==> src/rtl/spq_pkg.sv <==
// Shared types and constants for the sorted priority queue.
package spq_pkg;

  localparam int CAPACITY      = 16;
  localparam int PRIORITY_BITS = 8;
  localparam int VALUE_W       = 32;
  localparam int CMD_W         = 2;
  localparam int ERR_W         = 2;
  localparam int IN_PRIO_W     = 8;

  typedef logic [PRIORITY_BITS-1:0] prio_t;
  typedef logic [VALUE_W-1:0]       value_t;

  typedef enum logic [CMD_W-1:0] {
    CMD_PUSH  = 2'd0,
    CMD_POP   = 2'd1,
    CMD_QUERY = 2'd2
  } cmd_t;

  typedef enum logic [ERR_W-1:0] {
    ERR_NONE  = 2'd0,
    ERR_FULL  = 2'd1,
    ERR_EMPTY = 2'd2
  } err_t;

  // Broadcast to every cell for one transaction.
  typedef struct packed {
    logic   push;
    logic   pop;
    value_t value;
    prio_t  prio;
  } cell_op_t;

  // What a cell shows its neighbors.
  typedef struct packed {
    logic   valid;
    logic   gt;     // holds an entry that outranks the incoming priority
    value_t value;
    prio_t  prio;
  } cell_state_t;

endpackage

==> src/rtl/sorted_priority_queue_core.sv <==
// Top level of the sorted priority queue: command decode, cell chain, result register.
//
// Usage:
//   Input channel (in_valid / in_stall) carries one command per transaction:
//   push (in_item_value at in_item_priority), pop front, or query. An unused
//   command code behaves as a query.
//   Result channel (out_valid / out_stall) returns one transaction per command:
//   the front data after the command (zero when empty), the empty flag and an
//   error code (push on a full queue is dropped, pop on an empty queue does
//   nothing).
//   Latency: the result is offered the cycle after the command is accepted.
//   Throughput: one command per cycle while no result is stalled; every cell of the chain compares its
//   priority with the incoming one and shifts in the same cycle.
//   Stall: while a result waits under out_stall, in_stall is raised and the
//   queue does not change, so the shown front data stays put.
//   Reset (rst_n low, synchronous): the queue empties and no result is pending.
//   No clearing pass is needed; the block is ready right after reset.
module sorted_priority_queue_core
  import spq_pkg::*;
(
  input  logic                    clk,
  input  logic                    rst_n,
  input  logic                    in_valid,
  output logic                    in_stall,
  input  logic [CMD_W-1:0]        in_cmd,
  input  logic signed [VALUE_W-1:0] in_item_value,
  input  logic [IN_PRIO_W-1:0]    in_item_priority,
  output logic                    out_valid,
  input  logic                    out_stall,
  output logic signed [VALUE_W-1:0] out_front_value,
  output logic                    out_queue_empty,
  output logic [ERR_W-1:0]        out_op_error
);

  cell_state_t chain [CAPACITY];
  cell_op_t    op;
  logic        accept;
  logic        full;
  logic        empty;
  logic        out_valid_r, out_valid_nxt;
  err_t        err_r, err_nxt;
  logic [CAPACITY-1:0] valid_vec;

  // hold the input while an undelivered result is stalled
  assign in_stall = out_valid_r && out_stall;
  assign accept   = in_valid && !in_stall;

  assign empty = !chain[0].valid;
  assign full  = chain[CAPACITY-1].valid;

  // decode; illegal pushes and pops never reach the chain
  always_comb begin
    op.push  = 1'b0;
    op.pop   = 1'b0;
    op.value = in_item_value;
    op.prio  = prio_t'(in_item_priority);
    err_nxt  = err_r;
    if (accept) begin
      err_nxt = ERR_NONE;
      case (cmd_t'(in_cmd))
        CMD_PUSH: begin
          if (full) err_nxt = ERR_FULL;
          else      op.push = 1'b1;
        end
        CMD_POP: begin
          if (empty) err_nxt = ERR_EMPTY;
          else       op.pop = 1'b1;
        end
        CMD_QUERY: ;
        default: ;
      endcase
    end
  end

  // cell chain: index 0 is the front
  genvar i;
  generate
    for (i = 0; i < CAPACITY; i++) begin : g_cell
      cell_state_t left_s, right_s;
      if (i == 0) begin : g_head
        // the head always takes the new entry unless it outranks it
        assign left_s = '{valid: 1'b1, gt: 1'b1, value: '0, prio: '0};
      end else begin : g_body
        assign left_s = chain[i-1];
      end
      if (i == CAPACITY-1) begin : g_tail
        assign right_s = '{valid: 1'b0, gt: 1'b0, value: '0, prio: '0};
      end else begin : g_inner
        assign right_s = chain[i+1];
      end
      spq_cell u_cell (
        .clk   (clk),
        .rst_n (rst_n),
        .op    (op),
        .left  (left_s),
        .right (right_s),
        .own   (chain[i])
      );
      assign valid_vec[i] = chain[i].valid;
    end
  endgenerate

  always_comb begin
    out_valid_nxt = out_valid_r;
    if (accept)         out_valid_nxt = 1'b1;
    else if (!out_stall) out_valid_nxt = 1'b0;
  end

  always_ff @(posedge clk) begin
    if (!rst_n) begin
      out_valid_r <= 1'b0;
      err_r       <= ERR_NONE;
    end else begin
      out_valid_r <= out_valid_nxt;
      err_r       <= err_nxt;
    end
  end

  // chain only moves on accept, so the front reads straight from cell 0
  assign out_valid       = out_valid_r;
  assign out_front_value = empty ? '0 : chain[0].value;
  assign out_queue_empty = empty;
  assign out_op_error    = err_r;

  // occupied cells form an unbroken run from the front
  assert property (@(posedge clk) disable iff (!rst_n)
    ((valid_vec >> 1) & ~valid_vec) == '0)
    else $error("hole in the cell chain");

  // front never ranks below the second entry
  assert property (@(posedge clk) disable iff (!rst_n)
    chain[1].valid |-> (chain[0].prio >= chain[1].prio))
    else $error("chain out of priority order");

  // a legal push leaves the queue non-empty with no error
  assert property (@(posedge clk) disable iff (!rst_n)
    (accept && in_cmd == CMD_PUSH && !full) |=> (!empty && err_r == ERR_NONE))
    else $error("push did not land");

  // an empty-pop error implies the queue is still empty
  assert property (@(posedge clk) disable iff (!rst_n)
    (out_valid_r && err_r == ERR_EMPTY) |-> empty)
    else $error("pop error on non-empty queue");

endmodule

==> src/rtl/spq_cell.sv <==
// One slot of the sorted chain: holds an entry and shifts toward either neighbor.
module spq_cell
  import spq_pkg::*;
(
  input  logic        clk,
  input  logic        rst_n,
  input  cell_op_t    op,
  input  cell_state_t left,
  input  cell_state_t right,
  output cell_state_t own
);

  logic   valid_r, valid_nxt;
  value_t value_r, value_nxt;
  prio_t  prio_r,  prio_nxt;

  always_comb begin
    valid_nxt = valid_r;
    value_nxt = value_r;
    prio_nxt  = prio_r;
    if (op.push) begin
      if (own.gt) begin
        // keep: stays ahead of the new entry
      end else if (left.gt) begin
        valid_nxt = 1'b1;
        value_nxt = op.value;
        prio_nxt  = op.prio;
      end else begin
        valid_nxt = left.valid;
        value_nxt = left.value;
        prio_nxt  = left.prio;
      end
    end else if (op.pop) begin
      valid_nxt = right.valid;
      value_nxt = right.value;
      prio_nxt  = right.prio;
    end
  end

  always_ff @(posedge clk) begin
    if (!rst_n) begin
      valid_r <= 1'b0;
    end else begin
      valid_r <= valid_nxt;
    end
  end

  // payload needs no reset
  always_ff @(posedge clk) begin
    value_r <= value_nxt;
    prio_r  <= prio_nxt;
  end

  assign own.valid = valid_r;
  assign own.gt    = valid_r && (prio_r > op.prio);
  assign own.value = value_r;
  assign own.prio  = prio_r;

endmodule

==> config.mk <==
export PLATFORM = sky130hd
export DESIGN_NAME = sorted_priority_queue_core
export DESIGN_NICKNAME = d
export VERILOG_FILES = /design/src/rtl/spq_pkg.sv /design/src/rtl/sorted_priority_queue_core.sv /design/src/rtl/spq_cell.sv
export SDC_FILE = /design/constraint.sdc
export NUM_CORES = 2
export LEC_CHECK = 0
export CAP_MARGIN = 40
export CELL_PAD_IN_SITES_DETAIL_PLACEMENT = 0
export CELL_PAD_IN_SITES_GLOBAL_PLACEMENT = 1
export CORE_UTILIZATION = 52
export DETAILED_ROUTE_END_ITERATION = 12
export DONT_BUFFER_PORTS = 1
export PLACE_DENSITY_LB_ADDON = 0.1
export SYNTH_ARGS = -nofsm -noshare
export SYNTH_HDL_FRONTEND = slang
export SYNTH_SLANG_ARGS = --single-unit
==> constraint.sdc <==
create_clock -name clk -period 13.95 [get_ports clk]
set_clock_uncertainty 0.1 [all_clocks]
set_input_delay 1.395 -clock clk [delete_from_list [all_inputs] [get_ports clk]]
set_output_delay 1.395 -clock clk [all_outputs]
set_load 0.1 [all_outputs]
* Word-level counts from Yosys, hierarchy flattened
Index checks and enable logic that the tools add are counted.
W data, S select, Z words.
** Storage, ports and cells
- Input bits :: 46
- Output and inout bits :: 37
- Word-level logic and storage cells :: 322
- Bits in registers :: 659
** Cells by class
- Multiplexer cells :: 200
- Order comparisons :: 16
- Equal/unequal tests :: 18
- Reduce and logical (&&, ||, !) cells :: 38
** Operators with widths (number)
- $mux W32 :: 64
- $mux W8 :: 63
- $gt A8 B8 Y1 :: 16
- $mux W1 :: 70
- $ne A2 B2 Y1 const B :: 16
- $reduce_and A2 Y1 :: 16
- $logic_and A1 B1 Y1 :: 18
- $mux W2 :: 2
- $pmux W2 S2 :: 1
- $eq A2 B1 Y1 const B :: 1
- $logic_not A1 Y1 :: 2
- $logic_not A2 Y1 :: 1
- $ne A2 B1 Y1 const B :: 1
- $reduce_bool A2 Y1 :: 1

* Logic depth before layout (Yosys ltp)
- Word-level depth :: 6
- Depth in mapped cells :: 9
- Gate-level depth less buffers :: 7

* Cells and area by module
A second synthesis with hierarchy kept.
** Second synthesis, totals
- Cells, all modules :: 3414
- Area, all modules :: 37179.4 µm²
** Modules (own cells, without submodules)
- spq_cell (g_cell[14].u_cell ...) :: sequential area each 1221.2 µm², times used 11, area an instance 2296.0 µm², cells an instance 210
- spq_cell (g_cell[0].u_cell ...) :: sequential area each 1221.2 µm², times used 5, area an instance 2302.2 µm², cells an instance 210
- sorted_priority_queue_core :: sequential area each 60.1 µm², times used 1, area an instance 412.9 µm², cells an instance 54

* Least setup slack after synthesis
OpenSTA, ideal clock, no wires.
- Path kind :: input to register
- Start point :: in in_item_priority[7]
- End point :: reg g_cell[9].u_cell.prio_r[0], enable pin
- Buffers on the path :: 2
- Arrival :: 5972 ps
- Cell stages on the path :: 9
- Setup slack :: 7385 ps
- Required time :: 13357 ps
- Setup time :: 493 ps
- Cells stage by stage :: inv_1 -> ha_1 -> and3_1 -> a221oi_1 -> nor2_1 -> or2_1 -> clkbuf_1 -> buf_2 -> o21ai_0
** Between the ends
- Word-level cells in the longest chain between the ends :: 4
** RTL lines
- start: declaration :: RTL line sorted_priority_queue_core.sv:27 : input logic [IN_PRIO_W-1:0] in_item_priority,
- $gt A8 B8 Y1 :: RTL line spq_cell.sv:55 : assign own.gt = valid_r && (prio_r > op.prio);
- $logic_and A1 B1 Y1 :: RTL line spq_cell.sv:55
- $ne A2 B2 Y1 (no line)
- $reduce_and A2 Y1 (no line)
- end signal: assignment :: RTL line spq_cell.sv:51 : prio_r <= prio_nxt;
- end: declaration :: RTL line spq_cell.sv:15 : prio_t prio_r, prio_nxt;
Every way passes these cells.
A chain may end at the register's enable or synchronous reset.

* Final worst setup path
- Start point :: in in_valid
- End point :: reg g_cell[13].u_cell.value_r[24], data pin
** Between the ends
- Word-level cells in the longest chain between the ends :: 3
** RTL lines
- start: declaration :: RTL line sorted_priority_queue_core.sv:23 : input logic in_valid,
- $logic_and A1 B1 Y1 :: RTL line sorted_priority_queue_core.sv:46 : assign accept = in_valid && !in_stall;
- $mux W2 :: RTL line sorted_priority_queue_core.sv:58 : if (accept) begin
- $mux W32 :: RTL line spq_cell.sv:21 : if (op.push) begin
- via g_cell[13].u_cell.value_nxt[24] :: RTL line spq_cell.sv:14 : value_t value_r, value_nxt;
- end signal: assignment :: RTL line spq_cell.sv:50 : value_r <= value_nxt;
- end: declaration :: RTL line spq_cell.sv:14
The timed path passes the listed nets, and every way through them passes these cells.

==> impl_metrics.py <==
metrics = {
    "routing": {
        "first_pass_iters": 6,
        "ant_nets": 0,
        "vias": 27300,
        "remaining_drc_errors": 0,
        "drtIter0Drc": 4320,
        "wirelength_mm": 124,
        "detail_route.wl_per_cell_um": 32.6,
        "post_drt_via_cell_ratio": 7.17,
    },
    "synth": {
        "synth-main-ff-cell": "edfxtp_1",
        "synthesis.nets": 3159,
        "synth_edf_count": 640,
        "synth_cell_types": 44,
        "syn_inst": 2993,
        "synth_seq_cells": 659,
        "seq_area_frac_synth_pct": 56.2,
        "netlist_area_um2": 34900,
        "synthArstFlopShare_pct": 0,
        "avgSynthCellArea_um2": 11.7,
        "yosys_warnings": 0,
    },
    "setup_path": {
        "cp_max_fo": 75,
        "worstSetupPathType": "input port to register",
        "crit_required_ns": 14.29,
        "arrival_ns": 4.81,
        "start_kind": "input port",
        "r2r_end": "g_cell[13].u_cell.value_r[24]",
        "r2r_cells": 7,
        "reg2reg_slack_ns": 9.87,
        "r2r_start": "g_cell[15].u_cell.valid_r",
        "end_kind": "register",
    },
    "cts": {
        "cts_max_path_buffers": 3,
        "clk_pin_slew_ns": 0.06,
        "cts_tree": "yes",
        "htree_num_levels": 3,
        "cts_resized": 0,
        "cts-buffers-inserted": 74,
        "worstSkewPairLatency_ns": 0.62,
        "cts_setup_buffers": 0,
        "cts-root-buf": "clkbuf_16",
        "clock_sinks": 659,
        "holdBufCountCts": 0,
    },
    "global_routing": {
        "overflow": 0,
        "grt_pass1_vias": 25400,
        "grt_pass1_wl_mm": 179,
        "track_usage_pct": 36.0,
        "grt_start_max_net_pins": 102,
        "antenna_found_initial": 1,
    },
    "job": {
        "maxCapViolations": 0,
    },
    "timing": {
        "tightestPinTransition_ns": 0.958,
        "period_needed_ns": 4.48,
        "max_slew_margin_pct": 36.1,
        "timing.setup.tns_ns": 0,
        "finalCritPeriodShare_pct": 32.1,
        "hold_violations": 0,
        "max_freq_ghz": 0.223,
        "fin_hold_ws_ns": 0.424,
        "setup_viol": 0,
        "rsz0062_at_grt": "false",
        "setup_ws_ns": 9.47,
        "drv_slew": 0,
    },
    "power": {
        "cellPowerDensity_nw_per_um2": 123,
        "p_leak_uw": 0.0136,
        "irDropWorstVdd_mv": 0.0753,
    },
    "die": {
        "die_area_um2": 68100,
        "die_h_um": 261,
        "rows": 94,
        "ios": 83,
        "coreArea_um2": 66100,
        "fp.dieW_um": 261,
        "initial_core_util_pct": 52.8,
    },
    "layout": {
        "layout_commonest_cell": "edfxtp_1",
        "nFillCells": 5470,
        "final_cell_mix": "edfxtp_1, a221o_1, and2_1",
        "diodes": 0,
        "nNetsFinal": 3056,
        "drive_above_1_share_pct": 9.03,
        "synthToLayoutAreaGrowth_pct": 11.1,
    },
    "min_path": {
        "holdPathEnd": "out_op_error[0]",
        "worstHoldPathType": "register to register",
        "hp-start": "out_op_error[0]",
        "holdPathStages": 2,
    },
    "run_status": {
        "outcome": "complete, no violations",
    },
    "place": {
        "post-dp-hpwl_mm": 79.3,
        "finalWeightedCongestion": 0.926,
        "numPortBuffers": 0,
        "dpl_worst_slack_ns": 9.02,
    },
}
[stage by stage]
step           instances  instance area [um2]  utilization (%)  power, uW
4_1_cts             3809                38700             58.6       4750
2_1_floorplan       2993                34900                -       2600
5_1_grt             3809                38700             58.6       4850
3_3_place_gp        3626                35400             53.5       2730
6_report            3809                38700             58.6       4750
3_5_place_dp        3678                36300             55.0       2760
[worst max-delay path by stage]
stage,from,cells past startpoint,slack [ns],endpoint
floorplan,in_item_priority[7],9,7.39,g_cell[9].u_cell.prio_r[0]
global placement,in_item_priority[5],7,7.47,g_cell[0].u_cell.value_r[19]
detailed placement,in_valid,8,9.02,g_cell[1].u_cell.value_r[19]
CTS,in_valid,7,9.67,g_cell[14].u_cell.value_r[19]
global route,in_valid,7,9.38,g_cell[14].u_cell.value_r[19]
finish,in_valid,7,9.47,g_cell[13].u_cell.value_r[24]
[Yosys cell counts, types with 45 or more instances]
library cell / instances / area [um2]
a21oi_1: 75 / 375
a221o_1: 400 / 4000
and2_1: 374 / 2340
and3_1: 45 / 282
buf_2: 142 / 711
clkbuf_1: 129 / 484
edfxtp_1: 640 / 19200
ha_1: 120 / 1500
nand2_1: 306 / 1150
nand3_1: 207 / 1040
nor2_1: 67 / 251
o211ai_1: 173 / 1300
o21ai_0: 67 / 335
[routing by layer]
| metal | up-vias | global-route usage, % | part of all wire [%] |
|---|---|---|---|
| met3 | 203 | 11.7 | 15 |
| li1 | 11600 | - | - |
| met1 | 13400 | 56.9 | 44 |
| met4 | 0 | 9.54 | 2.4 |
| met5 | - | 0 | 0 |
| met2 | 2113 | 46.5 | 39 |
[cells by family (layout without fill, tap and decap cells)]
group	count (synthesis)	count (layout)	share of synthesized area, %
simple gates	1097	1097	16.3
fa+ha+maj	120	120	4.30
flops	659	659	56.2
buf+inv	321	273	4.00
compound gates	783	783	18.9
mux	13	13	0.373
[state kept, by name, summed over array words and instances (netlist names)]
| register | flops |
|---|---|
| g_cell.u_cell.prio_r | 128 |
| g_cell.u_cell.valid_r | 16 |
| g_cell.u_cell.value_r | 512 |
| out_op_error | 2 |
| out_valid | 1 |
[worst max-delay path, cell delays in order]
cell	delay (ns)
a21boi_4	0.14
buf_4	0.42
and2_4	0.66
buf_4	0.64
buf_4	0.77
nand2_1	0.38
o211ai_1	0.29
[cell type report]
cell class	instances	area (um2)	share of cell area (%)
clock buffer	92	1960	5.06
inverter	30	113	0.291
multi-input combinational	2013	14100	36.4
timing repair buffer	112	1420	3.67
sequential	659	19600	50.6
clock inverter	39	450	1.16
tap	864	1080	2.79
[power breakdown]
| group | leakage [uW] | internal, uW | switching [uW] |
|---|---|---|---|
| clock | 0.00117 | 1180 | 831 |
| combinational | 0.00639 | 151 | 272 |
| sequential | 0.00605 | 2260 | 57.8 |
(Power assumes the default switching activity.)
